`config.mk`:
```
export PLATFORM = sky130hd
export DESIGN_NAME = xy_vector_line_generator
export DESIGN_NICKNAME = d
export VERILOG_FILES = /design/src/rtl/core/lvg_pkg.sv /design/src/rtl/core/lvg_front.sv /design/src/rtl/core/lvg_queue.sv /design/src/rtl/core/lvg_div.sv /design/src/rtl/core/lvg_back.sv /design/src/rtl/core/xy_vector_line_generator.sv
export SDC_FILE = /design/constraint.sdc
export NUM_CORES = 2
export LEC_CHECK = 0
export BUFFER_PORTS_ARGS = -buffer_cell sky130_fd_sc_hd__buf_2
export CORE_ASPECT_RATIO = 1.5
export CORE_UTILIZATION = 26
export CTS_CLUSTER_DIAMETER = 30
export DETAILED_ROUTE_END_ITERATION = 6
export SKIP_CTS_REPAIR_TIMING = 1
export SYNTH_ARGS = -nofsm -noshare
export SYNTH_HDL_FRONTEND = slang
export SYNTH_SLANG_ARGS = --single-unit
export TNS_END_PERCENT = 100
```
`constraint.sdc`:
```
create_clock -name clock -period 10.6 [get_ports clock]
set_input_delay 0.53 -clock clock [delete_from_list [all_inputs] [get_ports clock]]
set_output_delay 0.53 -clock clock [all_outputs]
set_load 0.03 [all_outputs]
```
`src/rtl/core/lvg_pkg.sv`:
```
`timescale 1ns / 1ps
`default_nettype none
// ----------------------------------------------------------------------------
// Vector line generator package
// Shared widths and the command record that moves from the front end
// through the command queue to the back end.
// ----------------------------------------------------------------------------
package lvg_pkg;

   // Field widths of the request and response items.
   localparam int LVG_SLOT_W     = 4;
   localparam int LVG_COORD_W    = 16;
   localparam int LVG_SPL_W      = 7;
   localparam int LVG_REQ_DATA_W = 48;
   localparam int LVG_RSP_DATA_W = 32;

   // Request kinds carried on tuser.
   localparam logic LVG_MODE_STORE = 1'b0;
   localparam logic LVG_MODE_DRAW  = 1'b1;

   // Default run length after reset.
   localparam logic [LVG_SPL_W-1:0] LVG_SPL_RESET = 7'd32;

   // Number of quotient bits the serial divider produces.
   localparam int LVG_DIV_STEPS = LVG_COORD_W;
   localparam int LVG_DIV_CNT_W = $clog2(LVG_DIV_STEPS + 1);

   // One classified request as held in the command queue.
   typedef struct packed {
      logic                   is_draw;
      logic                   store_en;
      logic [LVG_SLOT_W-1:0]  store_slot;
      logic [LVG_COORD_W-1:0] x;
      logic [LVG_COORD_W-1:0] y;
      logic [LVG_SLOT_W-1:0]  from_slot;
      logic [LVG_SLOT_W-1:0]  to_slot;
      logic                   from_zero;
      logic                   to_zero;
   } lvg_cmd_type;

endpackage
`default_nettype wire

```
`src/rtl/core/lvg_front.sv`:
```
`timescale 1ns / 1ps
`default_nettype none
// ----------------------------------------------------------------------------
// Vector line generator front end
// Takes requests, unpacks the payload and classifies each one into a
// queue command, including the slot range checks.
// ----------------------------------------------------------------------------
module lvg_front #(
   parameter int VERTEX_SLOTS = 16
) (
   input  wire logic                                  req_tvalid,
   output logic                                       req_tready,
   // tdata: vertex_index, vertex_x, vertex_y, line_from, line_to (low bit up)
   input  wire logic [lvg_pkg::LVG_REQ_DATA_W-1:0]    req_tdata,
   // tuser: mode
   input  wire logic                                  req_tuser,
   input  wire logic                                  queue_full,
   output logic                                       push,
   output lvg_pkg::lvg_cmd_type                       cmd
);
   import lvg_pkg::*;

   logic [LVG_SLOT_W-1:0]  vertex_index;
   logic [LVG_COORD_W-1:0] vertex_x;
   logic [LVG_COORD_W-1:0] vertex_y;
   logic [LVG_SLOT_W-1:0]  line_from;
   logic [LVG_SLOT_W-1:0]  line_to;

   // Unpack the request payload.
   assign vertex_index = req_tdata[3:0];
   assign vertex_x     = req_tdata[19:4];
   assign vertex_y     = req_tdata[35:20];
   assign line_from    = req_tdata[39:36];
   assign line_to      = req_tdata[43:40];

   // A request is taken whenever the queue has room.
   assign req_tready = !queue_full;
   assign push       = req_tvalid && !queue_full;

   // Classify: stores outside the table are dropped, reads outside it give zero.
   always_comb begin
      cmd.is_draw    = (req_tuser == LVG_MODE_DRAW);
      cmd.store_en   = (req_tuser == LVG_MODE_STORE) &&
                       (32'(vertex_index) < VERTEX_SLOTS);
      cmd.store_slot = vertex_index;
      cmd.x          = vertex_x;
      cmd.y          = vertex_y;
      cmd.from_slot  = line_from;
      cmd.to_slot    = line_to;
      cmd.from_zero  = !(32'(line_from) < VERTEX_SLOTS);
      cmd.to_zero    = !(32'(line_to) < VERTEX_SLOTS);
   end

endmodule
`default_nettype wire

```
`src/rtl/core/lvg_queue.sv`:
```
`timescale 1ns / 1ps
`default_nettype none
// ----------------------------------------------------------------------------
// Vector line generator command queue
// Two-entry queue that lets the front end keep taking requests while the
// back end is busy drawing.
// ----------------------------------------------------------------------------
module lvg_queue (
   input  wire logic                 clock,
   input  wire logic                 reset,
   input  wire logic                 push,
   input  wire lvg_pkg::lvg_cmd_type push_cmd,
   output logic                      full,
   input  wire logic                 pop,
   output logic                      head_valid,
   output lvg_pkg::lvg_cmd_type      head_cmd
);
   import lvg_pkg::*;

   lvg_cmd_type entry_ff [2];
   logic        wr_ptr_ff, wr_ptr_in;
   logic        rd_ptr_ff, rd_ptr_in;
   logic [1:0]  count_ff, count_in;

   assign full       = (count_ff == 2'd2);
   assign head_valid = (count_ff != 2'd0);
   assign head_cmd   = entry_ff[rd_ptr_ff];

   // Pointer and fill bookkeeping.
   always_comb begin
      wr_ptr_in = push ? !wr_ptr_ff : wr_ptr_ff;
      rd_ptr_in = pop ? !rd_ptr_ff : rd_ptr_ff;
      count_in  = count_ff + 2'(push) - 2'(pop);
   end

   always_ff @(posedge clock) begin
      if (reset) begin
         wr_ptr_ff <= 1'b0;
         rd_ptr_ff <= 1'b0;
         count_ff  <= 2'd0;
      end else begin
         wr_ptr_ff <= wr_ptr_in;
         rd_ptr_ff <= rd_ptr_in;
         count_ff  <= count_in;
      end
   end

   // Entry storage needs no reset.
   always_ff @(posedge clock) begin
      if (push) begin
         entry_ff[wr_ptr_ff] <= push_cmd;
      end
   end

endmodule
`default_nettype wire

```
`src/rtl/core/lvg_div.sv`:
```
`timescale 1ns / 1ps
`default_nettype none
// ----------------------------------------------------------------------------
// Vector line generator serial divider
// Restoring unsigned divider that produces one quotient bit per cycle.
// ----------------------------------------------------------------------------
module lvg_div #(
   parameter int NW = 7
) (
   input  wire logic                           clock,
   input  wire logic                           reset,
   input  wire logic                           start,
   input  wire logic [lvg_pkg::LVG_COORD_W-1:0] dividend,
   input  wire logic [NW-1:0]                  divisor,
   output logic                                done,
   output logic [lvg_pkg::LVG_COORD_W-1:0]     quotient,
   output logic [NW-1:0]                       remainder
);
   import lvg_pkg::*;

   logic [LVG_COORD_W-1:0]   quo_ff, quo_in;
   logic [NW-1:0]            rem_ff, rem_in;
   logic [NW-1:0]            div_ff, div_in;
   logic [LVG_DIV_CNT_W-1:0] cnt_ff, cnt_in;
   logic                     done_ff, done_in;
   logic [NW:0]              partial;
   logic                     fits;
   logic [NW:0]              diff;

   // One restoring step: shift in the next dividend bit and try to subtract.
   assign partial = {rem_ff, quo_ff[LVG_COORD_W-1]};
   assign fits    = (partial >= {1'b0, div_ff});
   assign diff    = partial - {1'b0, div_ff};

   always_comb begin
      quo_in  = quo_ff;
      rem_in  = rem_ff;
      div_in  = div_ff;
      cnt_in  = cnt_ff;
      done_in = 1'b0;
      if (start) begin
         quo_in = dividend;
         rem_in = '0;
         div_in = divisor;
         cnt_in = LVG_DIV_CNT_W'(LVG_DIV_STEPS);
      end else if (cnt_ff != '0) begin
         quo_in  = {quo_ff[LVG_COORD_W-2:0], fits};
         rem_in  = fits ? diff[NW-1:0] : partial[NW-1:0];
         cnt_in  = cnt_ff - LVG_DIV_CNT_W'(1);
         done_in = (cnt_ff == LVG_DIV_CNT_W'(1));
      end
   end

   always_ff @(posedge clock) begin
      if (reset) begin
         cnt_ff  <= '0;
         done_ff <= 1'b0;
      end else begin
         cnt_ff  <= cnt_in;
         done_ff <= done_in;
      end
   end

   always_ff @(posedge clock) begin
      quo_ff <= quo_in;
      rem_ff <= rem_in;
      div_ff <= div_in;
   end

   assign done      = done_ff;
   assign quotient  = quo_ff;
   assign remainder = rem_ff;

endmodule
`default_nettype wire

```
`src/rtl/core/lvg_back.sv`:
```
`timescale 1ns / 1ps
`default_nettype none
// ----------------------------------------------------------------------------
// Vector line generator back end
// Executes queued commands: writes the vertex table, reads two vertices,
// divides the axis deltas by the run length and steps along the segment
// into the response register, one sample per cycle unless the response stalls.
// ----------------------------------------------------------------------------
module lvg_back #(
   parameter int VERTEX_SLOTS     = 16,
   parameter int MAX_LINE_SAMPLES = 64
) (
   input  wire logic                             clock,
   input  wire logic                             reset,
   input  wire logic [lvg_pkg::LVG_SPL_W-1:0]    run_len,
   input  wire logic                             head_valid,
   input  wire lvg_pkg::lvg_cmd_type             head_cmd,
   output logic                                  pop,
   output logic                                  rsp_tvalid,
   input  wire logic                             rsp_tready,
   // tdata: x deflection, y deflection (low bit up)
   output logic [lvg_pkg::LVG_RSP_DATA_W-1:0]    rsp_tdata,
   output logic                                  rsp_tlast
);
   import lvg_pkg::*;

   localparam int IDX_W = $clog2(VERTEX_SLOTS);
   localparam int NW    = $clog2(MAX_LINE_SAMPLES + 1);
   localparam int CW    = LVG_COORD_W;

   localparam logic [1:0] ST_IDLE = 2'd0;
   localparam logic [1:0] ST_READ = 2'd1;
   localparam logic [1:0] ST_DIV  = 2'd2;
   localparam logic [1:0] ST_RUN  = 2'd3;

   // Vertex tables.
   logic [CW-1:0] vx_mem_ff [VERTEX_SLOTS];
   logic [CW-1:0] vy_mem_ff [VERTEX_SLOTS];
   logic [CW-1:0] fx_rd_ff, fy_rd_ff, tx_rd_ff, ty_rd_ff;

   logic [1:0]    state_ff, state_in;
   logic          fz_ff, fz_in, tz_ff, tz_in;
   logic [NW-1:0] n_ff, n_in;
   logic [NW-1:0] i_ff, i_in;

   // Per-axis stepping state.
   logic [CW-1:0] fx_ff, fx_in, fy_ff, fy_in;
   logic          negx_ff, negx_in, negy_ff, negy_in;
   logic [CW:0]   qx_ff, qx_in, qy_ff, qy_in;
   logic [NW-1:0] rx_ff, rx_in, ry_ff, ry_in;
   logic [CW:0]   qdx_ff, qdx_in, qdy_ff, qdy_in;
   logic [NW-1:0] rdx_ff, rdx_in, rdy_ff, rdy_in;

   // Response register.
   logic          rsp_valid_ff, rsp_valid_in;
   logic [CW-1:0] sx_ff, sx_in, sy_ff, sy_in;
   logic          last_ff, last_in;

   logic [LVG_SLOT_W+IDX_W-1:0] wr_ext, from_ext, to_ext;
   logic [IDX_W-1:0]            wr_idx, from_idx, to_idx;
   logic                        store_pop, draw_pop, emit;
   logic [NW-1:0]               n_clamp;
   logic [CW-1:0]               fx_sel, fy_sel, tx_sel, ty_sel;
   logic [CW:0]                 dx, dy;
   logic [CW-1:0]               absx, absy;
   logic                        div_start;
   logic                        donex, doney;
   logic [CW-1:0]               quox, quoy;
   logic [NW-1:0]               remx, remy;
   logic [NW:0]                 rsumx, rsumy;
   logic                        wrapx, wrapy;
   logic [CW+1:0]               samp_x, samp_y;

   // Slot numbers to table indexes.
   assign wr_ext   = {{IDX_W{1'b0}}, head_cmd.store_slot};
   assign from_ext = {{IDX_W{1'b0}}, head_cmd.from_slot};
   assign to_ext   = {{IDX_W{1'b0}}, head_cmd.to_slot};
   assign wr_idx   = wr_ext[IDX_W-1:0];
   assign from_idx = from_ext[IDX_W-1:0];
   assign to_idx   = to_ext[IDX_W-1:0];

   assign pop       = (state_ff == ST_IDLE) && head_valid;
   assign store_pop = pop && !head_cmd.is_draw;
   assign draw_pop  = pop && head_cmd.is_draw;
   assign emit      = (state_ff == ST_RUN) && (!rsp_valid_ff || rsp_tready);

   // Table write on store commands, registered reads of both end points.
   always_ff @(posedge clock) begin
      if (store_pop && head_cmd.store_en) begin
         vx_mem_ff[wr_idx] <= head_cmd.x;
         vy_mem_ff[wr_idx] <= head_cmd.y;
      end
      fx_rd_ff <= vx_mem_ff[from_idx];
      fy_rd_ff <= vy_mem_ff[from_idx];
      tx_rd_ff <= vx_mem_ff[to_idx];
      ty_rd_ff <= vy_mem_ff[to_idx];
   end

   // Run length: zero counts as one, large values saturate.
   always_comb begin
      if (run_len == '0) begin
         n_clamp = NW'(1);
      end else if (32'(run_len) > MAX_LINE_SAMPLES) begin
         n_clamp = NW'(MAX_LINE_SAMPLES);
      end else begin
         n_clamp = NW'(32'(run_len));
      end
   end

   // End points and deltas; slots outside the table read as zero.
   assign fx_sel = fz_ff ? '0 : fx_rd_ff;
   assign fy_sel = fz_ff ? '0 : fy_rd_ff;
   assign tx_sel = tz_ff ? '0 : tx_rd_ff;
   assign ty_sel = tz_ff ? '0 : ty_rd_ff;
   assign dx     = {tx_sel[CW-1], tx_sel} - {fx_sel[CW-1], fx_sel};
   assign dy     = {ty_sel[CW-1], ty_sel} - {fy_sel[CW-1], fy_sel};
   assign absx   = dx[CW] ? CW'(-dx) : dx[CW-1:0];
   assign absy   = dy[CW] ? CW'(-dy) : dy[CW-1:0];

   assign div_start = (state_ff == ST_READ);

   lvg_div #(.NW(NW)) u_div_x (
      .clock     (clock),
      .reset     (reset),
      .start     (div_start),
      .dividend  (absx),
      .divisor   (n_ff),
      .done      (donex),
      .quotient  (quox),
      .remainder (remx)
   );

   lvg_div #(.NW(NW)) u_div_y (
      .clock     (clock),
      .reset     (reset),
      .start     (div_start),
      .dividend  (absy),
      .divisor   (n_ff),
      .done      (doney),
      .quotient  (quoy),
      .remainder (remy)
   );

   // Incremental floor of d*i/n: add the per-step quotient and remainder,
   // carrying one when the remainder reaches n.
   assign rsumx = {1'b0, rx_ff} + {1'b0, rdx_ff};
   assign rsumy = {1'b0, ry_ff} + {1'b0, rdy_ff};
   assign wrapx = (rsumx >= {1'b0, n_ff});
   assign wrapy = (rsumy >= {1'b0, n_ff});

   // Floor becomes truncation toward zero for a negative product with a remainder.
   assign samp_x = {{2{fx_ff[CW-1]}}, fx_ff} + {qx_ff[CW], qx_ff} +
                   (CW+2)'(negx_ff && (rx_ff != '0));
   assign samp_y = {{2{fy_ff[CW-1]}}, fy_ff} + {qy_ff[CW], qy_ff} +
                   (CW+2)'(negy_ff && (ry_ff != '0));

   // Sequencer and datapath updates.
   always_comb begin
      state_in     = state_ff;
      fz_in        = fz_ff;
      tz_in        = tz_ff;
      n_in         = n_ff;
      i_in         = i_ff;
      fx_in        = fx_ff;
      fy_in        = fy_ff;
      negx_in      = negx_ff;
      negy_in      = negy_ff;
      qx_in        = qx_ff;
      qy_in        = qy_ff;
      rx_in        = rx_ff;
      ry_in        = ry_ff;
      qdx_in       = qdx_ff;
      qdy_in       = qdy_ff;
      rdx_in       = rdx_ff;
      rdy_in       = rdy_ff;
      rsp_valid_in = rsp_valid_ff && !rsp_tready;
      sx_in        = sx_ff;
      sy_in        = sy_ff;
      last_in      = last_ff;
      case (state_ff)
         ST_IDLE: begin
            if (draw_pop) begin
               fz_in    = head_cmd.from_zero;
               tz_in    = head_cmd.to_zero;
               n_in     = n_clamp;
               state_in = ST_READ;
            end
         end
         ST_READ: begin
            fx_in    = fx_sel;
            fy_in    = fy_sel;
            negx_in  = dx[CW];
            negy_in  = dy[CW];
            state_in = ST_DIV;
         end
         ST_DIV: begin
            if (donex) begin
               // Turn the magnitude division into a floor division.
               if (!negx_in) begin
                  qdx_in = {1'b0, quox};
                  rdx_in = remx;
               end else if (remx == '0) begin
                  qdx_in = -{1'b0, quox};
                  rdx_in = '0;
               end else begin
                  qdx_in = ~{1'b0, quox};
                  rdx_in = n_ff - remx;
               end
               if (!negy_in) begin
                  qdy_in = {1'b0, quoy};
                  rdy_in = remy;
               end else if (remy == '0) begin
                  qdy_in = -{1'b0, quoy};
                  rdy_in = '0;
               end else begin
                  qdy_in = ~{1'b0, quoy};
                  rdy_in = n_ff - remy;
               end
               qx_in    = '0;
               qy_in    = '0;
               rx_in    = '0;
               ry_in    = '0;
               i_in     = '0;
               state_in = ST_RUN;
            end
         end
         ST_RUN: begin
            if (emit) begin
               rsp_valid_in = 1'b1;
               sx_in        = samp_x[CW-1:0];
               sy_in        = samp_y[CW-1:0];
               last_in      = (i_ff == n_ff - NW'(1));
               rx_in        = wrapx ? NW'(rsumx - {1'b0, n_ff}) : rsumx[NW-1:0];
               ry_in        = wrapy ? NW'(rsumy - {1'b0, n_ff}) : rsumy[NW-1:0];
               qx_in        = qx_ff + qdx_ff + (CW+1)'(wrapx);
               qy_in        = qy_ff + qdy_ff + (CW+1)'(wrapy);
               i_in         = i_ff + NW'(1);
               if (i_ff == n_ff - NW'(1)) begin
                  state_in = ST_IDLE;
               end
            end
         end
         default: begin
            state_in = ST_IDLE;
         end
      endcase
   end

   always_ff @(posedge clock) begin
      if (reset) begin
         state_ff     <= ST_IDLE;
         rsp_valid_ff <= 1'b0;
      end else begin
         state_ff     <= state_in;
         rsp_valid_ff <= rsp_valid_in;
      end
   end

   always_ff @(posedge clock) begin
      fz_ff   <= fz_in;
      tz_ff   <= tz_in;
      n_ff    <= n_in;
      i_ff    <= i_in;
      fx_ff   <= fx_in;
      fy_ff   <= fy_in;
      negx_ff <= negx_in;
      negy_ff <= negy_in;
      qx_ff   <= qx_in;
      qy_ff   <= qy_in;
      rx_ff   <= rx_in;
      ry_ff   <= ry_in;
      qdx_ff  <= qdx_in;
      qdy_ff  <= qdy_in;
      rdx_ff  <= rdx_in;
      rdy_ff  <= rdy_in;
      sx_ff   <= sx_in;
      sy_ff   <= sy_in;
      last_ff <= last_in;
   end

   assign rsp_tvalid = rsp_valid_ff;
   assign rsp_tdata  = {sy_ff, sx_ff};
   assign rsp_tlast  = last_ff;

   // Both axis dividers run in lockstep.
   a_div_lockstep: assert property (@(posedge clock) disable iff (reset)
      donex == doney)
      else $error("axis dividers finished on different cycles");

   // The stepping remainders stay below the run length.
   a_rem_bound: assert property (@(posedge clock) disable iff (reset)
      (state_ff == ST_RUN) |-> ((rx_ff < n_ff) && (ry_ff < n_ff)))
      else $error("stepping remainder reached the run length");

   // The sample counter never passes the end of the run.
   a_cnt_bound: assert property (@(posedge clock) disable iff (reset)
      (state_ff == ST_RUN) |-> (i_ff < n_ff))
      else $error("sample counter ran past the run length");

   // The last sample of a run returns the sequencer to idle.
   a_last_idle: assert property (@(posedge clock) disable iff (reset)
      (emit && (i_ff == n_ff - NW'(1))) |=> (state_ff == ST_IDLE) && rsp_valid_ff && last_ff)
      else $error("run did not end after its last sample");

endmodule
`default_nettype wire

```
`src/rtl/core/xy_vector_line_generator.sv`:
```
`timescale 1ns / 1ps
`default_nettype none
// ----------------------------------------------------------------------------
// XY vector line generator
// Stores vertices in a small table and draws straight segments between
// them as a stream of interpolated XY samples for a vector display.
// ----------------------------------------------------------------------------
// A store request (tuser 0) writes one vertex as it is popped. A draw
// request (tuser 1) pops the command, reads both end points from the
// table, runs the bit-serial divisions of the two axis deltas by n, n
// being the run length from csr_data, sets up the step values and then
// emits one sample per cycle as long as the response side takes them.
// The two-entry command queue lets requests be taken while a line is
// still being drawn. Sample i is from + trunc((to - from) * i / n) on
// each axis and the last sample of the run carries tlast. A run length
// of zero acts as one and values above MAX_LINE_SAMPLES are clamped.
// Write csr_data only while the block is idle.
module xy_vector_line_generator #(
   parameter int VERTEX_SLOTS     = 16,
   parameter int MAX_LINE_SAMPLES = 64
) (
   input  wire logic                                 clock,
   input  wire logic                                 reset,
   // Request channel.
   input  wire logic                                 req_tvalid,
   output logic                                      req_tready,
   // tdata: vertex_index, vertex_x, vertex_y, line_from, line_to (low bit up)
   input  wire logic [lvg_pkg::LVG_REQ_DATA_W-1:0]   req_tdata,
   // tuser: mode
   input  wire logic                                 req_tuser,
   // Response channel.
   output logic                                      rsp_tvalid,
   input  wire logic                                 rsp_tready,
   // tdata: x deflection, y deflection (low bit up)
   output logic [lvg_pkg::LVG_RSP_DATA_W-1:0]        rsp_tdata,
   output logic                                      rsp_tlast,
   // Run length register write.
   input  wire logic                                 csr_valid,
   output logic                                      csr_ready,
   input  wire logic [lvg_pkg::LVG_SPL_W-1:0]        csr_data
);
   import lvg_pkg::*;

   logic [LVG_SPL_W-1:0] spl_ff, spl_in;
   logic                 push;
   logic                 queue_full;
   lvg_cmd_type          push_cmd;
   logic                 pop;
   logic                 head_valid;
   lvg_cmd_type          head_cmd;

   // Run length register, always ready.
   assign csr_ready = 1'b1;
   assign spl_in    = csr_valid ? csr_data : spl_ff;

   always_ff @(posedge clock) begin
      if (reset) begin
         spl_ff <= LVG_SPL_RESET;
      end else begin
         spl_ff <= spl_in;
      end
   end

   lvg_front #(.VERTEX_SLOTS(VERTEX_SLOTS)) u_front (
      .req_tvalid (req_tvalid),
      .req_tready (req_tready),
      .req_tdata  (req_tdata),
      .req_tuser  (req_tuser),
      .queue_full (queue_full),
      .push       (push),
      .cmd        (push_cmd)
   );

   lvg_queue u_queue (
      .clock      (clock),
      .reset      (reset),
      .push       (push),
      .push_cmd   (push_cmd),
      .full       (queue_full),
      .pop        (pop),
      .head_valid (head_valid),
      .head_cmd   (head_cmd)
   );

   lvg_back #(
      .VERTEX_SLOTS     (VERTEX_SLOTS),
      .MAX_LINE_SAMPLES (MAX_LINE_SAMPLES)
   ) u_back (
      .clock            (clock),
      .reset            (reset),
      .run_len          (spl_ff),
      .head_valid       (head_valid),
      .head_cmd         (head_cmd),
      .pop              (pop),
      .rsp_tvalid       (rsp_tvalid),
      .rsp_tready       (rsp_tready),
      .rsp_tdata        (rsp_tdata),
      .rsp_tlast        (rsp_tlast)
   );

endmodule
`default_nettype wire
```
# --- After elaboration in Yosys (flattened, before gate mapping) ---
# Memory sizes are Yosys's and may differ from the RTL's. A register that Yosys moved wholly into a read port is not among the register bits.
# Cells that the tools add are included.
# Widths: inputs -> output; s select.
op_classes:
  magnitude_cmp: 5
  bitwise: 4
  eq_ne: 10
  muxes: 52
  n_reduce_logical: 36
  n_addsub: 28
ops:
  columns: ["operator", "count"]
  rows:
  - ["$mux 16", 12]
  - ["$mux 7", 13]
  - ["$mux 17", 5]
  - ["$pmux 17 s2", 2]
  - ["$pmux 7 s2", 3]
  - ["$sub 7x7->7", 6]
  - ["$add 17x1->17", 2]
  - ["$add 17x17->17", 2]
  - ["$neg 16->17", 2]
  - ["$not 16->17", 2]
  - ["$sub 16x16->17", 2]
  - ["$add 16x1->16", 2]
  - ["$add 16x16->16", 2]
  - ["$ge 8x7->1", 4]
  - ["$neg 16->16", 2]
  - ["$logic_not 7->1", 3]
  - ["$mux 5", 4]
  - ["$add 7x7->8", 2]
  - ["$reduce_bool 7->1", 2]
  - ["$reduce_bool 5->1", 2]
  - ["$sub 5x1->5 const B", 2]
  - ["$logic_and 1x1->1", 9]
  - ["$mux 1", 8]
  - ["$mux 2", 4]
  - ["other kinds (22)", 38]
totals:
  inputBits: 61
  memories: 3
  reg_bits: 257
  mem_bits_rw: 604
  wordCells: 176
memory_table:
  columns: ["memory", "depth", "width", "rd", "rd_ports_with_merged_regs", "write_ports", "line_no", "source"]
  rows:
  - ["u_back.vx_mem_ff", 16, 16, 2, 2, 1, "lvg_back.sv:37", "logic [CW-1:0] vx_mem_ff [VERTEX_SLOTS];"]
  - ["u_back.vy_mem_ff", 16, 16, 2, 2, 1, "lvg_back.sv:38", "logic [CW-1:0] vy_mem_ff [VERTEX_SLOTS];"]
  - ["u_queue.entry_ff", 2, 46, 1, 1, 1, "lvg_queue.sv:20", "lvg_cmd_type entry_ff [2];"]

# --- Depth between registers and ports, before layout ---
logic_depth:
  ltp_word: 6
  mapped_depth: 23

# --- By module ---
# A second synthesis with hierarchy kept.
unflattened:
  hier_cells: 2965
  hier_area_um2: 46360.7
by_module_without_submodules:
  columns: ["module", "n_inst", "area_each_um2", "cells_per_inst", "seq_area_each_um2"]
  rows:
  - ["lvg_back", 1, 38225.4, 2398, 21971.1]
  - ["lvg_queue", 1, 3761.1, 170, 2982.9]
  - ["lvg_div", 2, 1870.5, 161, 950.9]
  - ["lvg_front", 1, 370.4, 51, 0.0]
  - ["xy_vector_line_generator", 1, 262.8, 24, 140.1]

# --- Least setup slack after synthesis ---
# Ideal clock, no wire load.
synth_path:
  path_type: "register -> register"
  from: "reg u_back.rx_ff[0]"
  to: "reg u_back.qx_ff[14], data pin"
  setup_slack_ps: 5391
  period_less_slack_ps: 5209
  arrival_ps: 4941
  stages_incl_launch_ff: 23
  path_cell_list: "edfxtp_1 > ha_1 > fa_1 > xor2_1 > ha_1 > a21o_1 > a21o_1 > a21o_1 > a21oi_1 > o21ai_0 > a21oi_1 > o21ai_1 > fa_1 > fa_1 > a21o_1 > a21oi_1 > o21bai_1 > a21oi_1 > o21bai_1 > a211oi_1 > o21ai_0 > a21oi_1 > nor3b_1"
synth_via:
  elab_chain_cells: 5
synth_rtl:
  columns: ["element", "line_no", "source"]
  rows:
  - ["from (decl)", "lvg_back.sv:50", "logic [NW-1:0] rx_ff, rx_in, ry_ff, ry_in;"]
  - ["from (signal assigned)", "lvg_back.sv:270", "rx_ff <= rx_in;"]
  - ["$add 7x7->8", "lvg_back.sv:146", "assign rsumx = {1'b0, rx_ff} + {1'b0, rdx_ff};"]
  - ["$ge 8x7->1", "lvg_back.sv:148", "assign wrapx = (rsumx >= {1'b0, n_ff});"]
  - ["$add 17x1->17", "lvg_back.sv:235", "qx_in = qx_ff + qdx_ff + (CW+1)'(wrapx);"]
  - ["$mux 17", "lvg_back.sv:228", "if (emit) begin"]
  - ["$pmux 17 s2", "lvg_back.sv:180", "case (state_ff)"]
  - ["to (signal assigned)", "lvg_back.sv:268", "qx_ff <= qx_in;"]
  - ["to (decl)", "lvg_back.sv:49", "logic [CW:0] qx_ff, qx_in, qy_ff, qy_in;"]
# Every way passes these cells. The select of a mux whose other input is x is not followed.
# A chain may end at the register's enable or synchronous reset.

# --- Worst setup path in the final report ---
layout_path:
  from: "reg u_back.ry_ff[0]"
  to: "reg u_back.qy_ff[15], data pin"
layout_via:
  elab_chain_cells: 5
layout_rtl:
  columns: ["element", "line_no", "source"]
  rows:
  - ["from (decl)", "lvg_back.sv:50", null]
  - ["from (signal assigned)", "lvg_back.sv:271", "ry_ff <= ry_in;"]
  - ["$add 7x7->8", "lvg_back.sv:147", "assign rsumy = {1'b0, ry_ff} + {1'b0, rdy_ff};"]
  - ["$ge 8x7->1", "lvg_back.sv:149", "assign wrapy = (rsumy >= {1'b0, n_ff});"]
  - ["$add 17x1->17", "lvg_back.sv:236", "qy_in = qy_ff + qdy_ff + (CW+1)'(wrapy);"]
  - ["$mux 17", "lvg_back.sv:228", null]
  - ["$pmux 17 s2", "lvg_back.sv:180", null]
  - ["to (signal assigned)", "lvg_back.sv:269", "qy_ff <= qy_in;"]
  - ["to (decl)", "lvg_back.sv:49", null]
# Every way passes these cells. The select of a mux whose other input is x is not followed.

==> flow_summary.json <==
{
  "status": "finished clean",
  "clock_skew_ns": 0.0590,
  "wl_per_cell_um": 19.7,
  "num_vias": 27400,
  "nFillCells": 16800,
  "routed_wl_um": 112000,
  "nets": 3554,
  "drtAntennaViolNets": 0,
  "synth_cell_types": 84,
  "cts-buffers-inserted": 162,
  "reg_top3": "u_back.vx_mem_ff x256, u_back.vy_mem_ff x256, u_queue.entry_ff x92",
  "rows": 186,
  "drc_errors": 0,
  "start_kind": "flop",
  "crit_family": "compound AO/OA/AOI/OAI gates",
  "setup_tns_ns": 0,
  "leakage_uw": 0.0190,
  "preCtsSetupSlack_ns": 4.49,
  "m1WireLength_um": 43400,
  "dieArea_um2": 174000,
  "worstMarginPinSlew_ns": 1.22,
  "highest_layer": "met4",
  "max_stage_delay_ns": 0.77,
  "crit_buf_inv": 1,
  "cts.path.max_buffers": 3,
  "synth_edf_count": 816,
  "synth-main-ff-cell": "edfxtp_1",
  "io_buffers": 91,
  "yosys-top-cells-area": "edfxtp_1 55%, mux4_2 13%, dfxtp_1 4.6%",
  "holdPathStages": 3,
  "synth_seq_cells": 920,
  "crit_type": "reg2reg",
  "gp_congestion": 0.829,
  "r2r_end": "u_back.qy_ff[15]$_SDFFCE_PN0P_",
  "path_max_fanout": 8,
  "drv_cap": 0,
  "grt_antenna_before_repair": 4,
  "syn_nets": 3344,
  "pin_count": 97,
  "syn_avg_cell_area_um2": 14.5,
  "critPathCaptureType": "flop",
  "slowest_stage": "a2111oi_4",
  "start_util": 0.262,
  "cp_common_cell": "a21oi_1",
  "yosys.area.top_type": "edfxtp_1",
  "drive_above_1_share": 0.216,
  "final_max_slew_viol_count": 0,
  "dr_wl_met2_um": 59600,
  "h-tree-depth": 4,
  "layout_min_cycle_time_ns": 6.10,
  "max_freq_mhz": 164,
  "root_buffer": "clkbuf_16",
  "grt_pass1_wl_um": 170000,
  "p_per_area_nw_per_um2": 300,
  "relSlewSlack": 0.177,
  "synth_area_um2": 44900,
  "hpwl_um": 68900,
  "holdCritStartpoint": "csr_data[3]",
  "yosysSeqAreaShare": 0.592,
  "die_y_um": 511,
  "setup_viol": 0,
  "final_hold_viol_count": 0,
  "dr_wl_met3_um": 6090,
  "post-place-cells": 5361,
  "yosysMostFrequentCell": "edfxtp_1",
  "fin_area_um2": 54600,
  "first_global_vias": 29100,
  "die_width_um": 341,
  "dr.pass1.iters": 5,
  "yosys.area.top_type_share": 0.546,
  "fp.coreArea_um2": 171000,
  "r2r_slack_ns": 4.50,
  "timing.rr.start": "u_back.ry_ff[0]$_SDFFCE_PN0P_",
  "synth_warnings": 0,
  "clk_latency_ns": 0.78,
  "hold_path_class": "in2reg",
  "path_clk_slew_ns": 0.05,
  "timing.final.ws_setup_ns": 4.50,
  "vdd_drop_max_uv": 179,
  "syn_inst": 3107,
  "finalNonFillerCells": 5716,
  "area_growth_pct": 21.6,
  "multi_input_area_um2": 17500,
  "cp.arrival_ns": 6.69,
  "power.total_uw": 16400,
  "cts_tree": "built",
  "min_to": "spl_ff[3]$_SDFFE_PP0P_",
  "regArea_um2": 26600,
  "crit_chain": "ha_1 > fa_1 > xor2_1 > ha_1 > a21o_1 > a21oi_1 > o21bai_1 > a21oi_1 > o21ai_1 > a2111oi_4 > inv_2 > fa_1 > a21o_1 > a21oi_1 > o21ai_1 > and3_1 > nor3_1 > nor3_1 > o31a_1 > or3_1 > a21oi_1",
  "rr_worst_depth": 21,
  "min_period_over_period": 0.575,
  "rsz0062_at_grt": "no",
  "gr-total-overflow": 0,
  "drt_iter0_drc": 1633,
  "placed_cell_area_um2": 48300,
  "critPathRequiredTime_ns": 11.20,
  "grt.total_usage": 0.128,
  "grt_max_degree": 94,
  "cts_sinks": 920,
  "ys_top_cells_by_count": "816 x edfxtp_1, 256 x mux4_2, 220 x nand2_1, 178 x nor2_1, 159 x ha_1",
  "vias_per_cell": 4.80,
  "async_reset_ff_frac": 0
}
[where the power goes]
part | internal (µW) | switching [µW] | total (µW) | leakage (µW)
Combinational | 2400 | 3320 | 5720 | 0.00781
Sequential | 4790 | 390 | 5180 | 0.00830
Clock | 3570 | 1910 | 5490 | 0.00285
[placed cells by master, fill, tap and decap left out, drive strengths merged, types with 16 or more instances in the layout]
cell type	instances
clkinv	46
nand2	220
nor3	58
nor2	178
inv	171
a21oi	114
xnor2	118
dlygate4sd3	48
fa	17
bufinv	23
and3	16
mux4	256
a211oi	84
mux2	39
xor2	55
dfxtp	104
buf	134
a21o	38
a31oi	75
nand3	34
nand2b	20
mux2i	31
nor2b	32
o211ai	16
ha	159
clkbuf	195
edfxtp	816
or3	18
o21ai	78
and2	82
[kinds of logic (layout without fill, tap and decap cells)]
group                    Yosys count  after routing  share of synthesized area
XOR/XNOR                         173            173                     0.0337
other                              1              3                  0.0000835
flip-flops                       920            920                      0.592
AND/OR/NAND/NOR                  709            709                     0.0756
AO/OA/AOI/OAI                    528            528                     0.0781
adder cells (fa/ha/maj)          176            176                     0.0519
multiplexers                     326            326                      0.145
buffers and inverters            274            625                     0.0234
[layout make-up]
type | count | area share
Antenna cell | 2 | 0.0000917
Clock buffer | 195 | 0.0805
Clock inverter | 110 | 0.0268
Inverter | 138 | 0.00949
Multi-Input combinational cell | 1913 | 0.321
Sequential cell | 920 | 0.487
Tap cell | 2256 | 0.0517
Timing Repair Buffer | 182 | 0.0235
[through the flow]
stage | utilization | hold slack [ns]
2_1_floorplan | - | 0.408
3_3_place_gp | 0.282 | 0.424
3_5_place_dp | 0.282 | 0.418
4_1_cts | 0.316 | -0.120
5_1_grt | 0.319 | 0.000314
6_report | 0.319 | 0.0303
[worst min-delay path: cells and delay by family]
| family | cells | cell delay (ns) |
|---|---|---|
| buf+inv | 1 | 0.08 |
| mux | 1 | 0.06 |
| simple gates | 1 | 0.08 |
[per-layer routing]
layer | vias to the layer above | track usage
li1 | 12600 | -
met1 | 13900 | 0.142
met2 | 718 | 0.234
met3 | 225 | 0.0298
met4 | 0 | 0.0504
met5 | - | 0
[worst max path at each step]
stage	from	endpoint	cells after the start
floorplan	u_back.rx_ff[0]$_SDFFCE_PN0P_	u_back.qx_ff[14]$_SDFFCE_PN0P_	22
global placement	u_back.ry_ff[0]$_SDFFCE_PN0P_	u_back.qy_ff[15]$_SDFFCE_PN0P_	21
detailed placement	u_back.ry_ff[0]$_SDFFCE_PN0P_	u_back.qy_ff[15]$_SDFFCE_PN0P_	21
CTS	u_back.ry_ff[0]$_SDFFCE_PN0P_	u_back.qy_ff[15]$_SDFFCE_PN0P_	21
global route	u_back.rx_ff[0]$_SDFFCE_PN0P_	u_back.qx_ff[14]$_SDFFCE_PN0P_	22
finish	u_back.ry_ff[0]$_SDFFCE_PN0P_	u_back.qy_ff[15]$_SDFFCE_PN0P_	21
(Power assumes the default switching activity.)
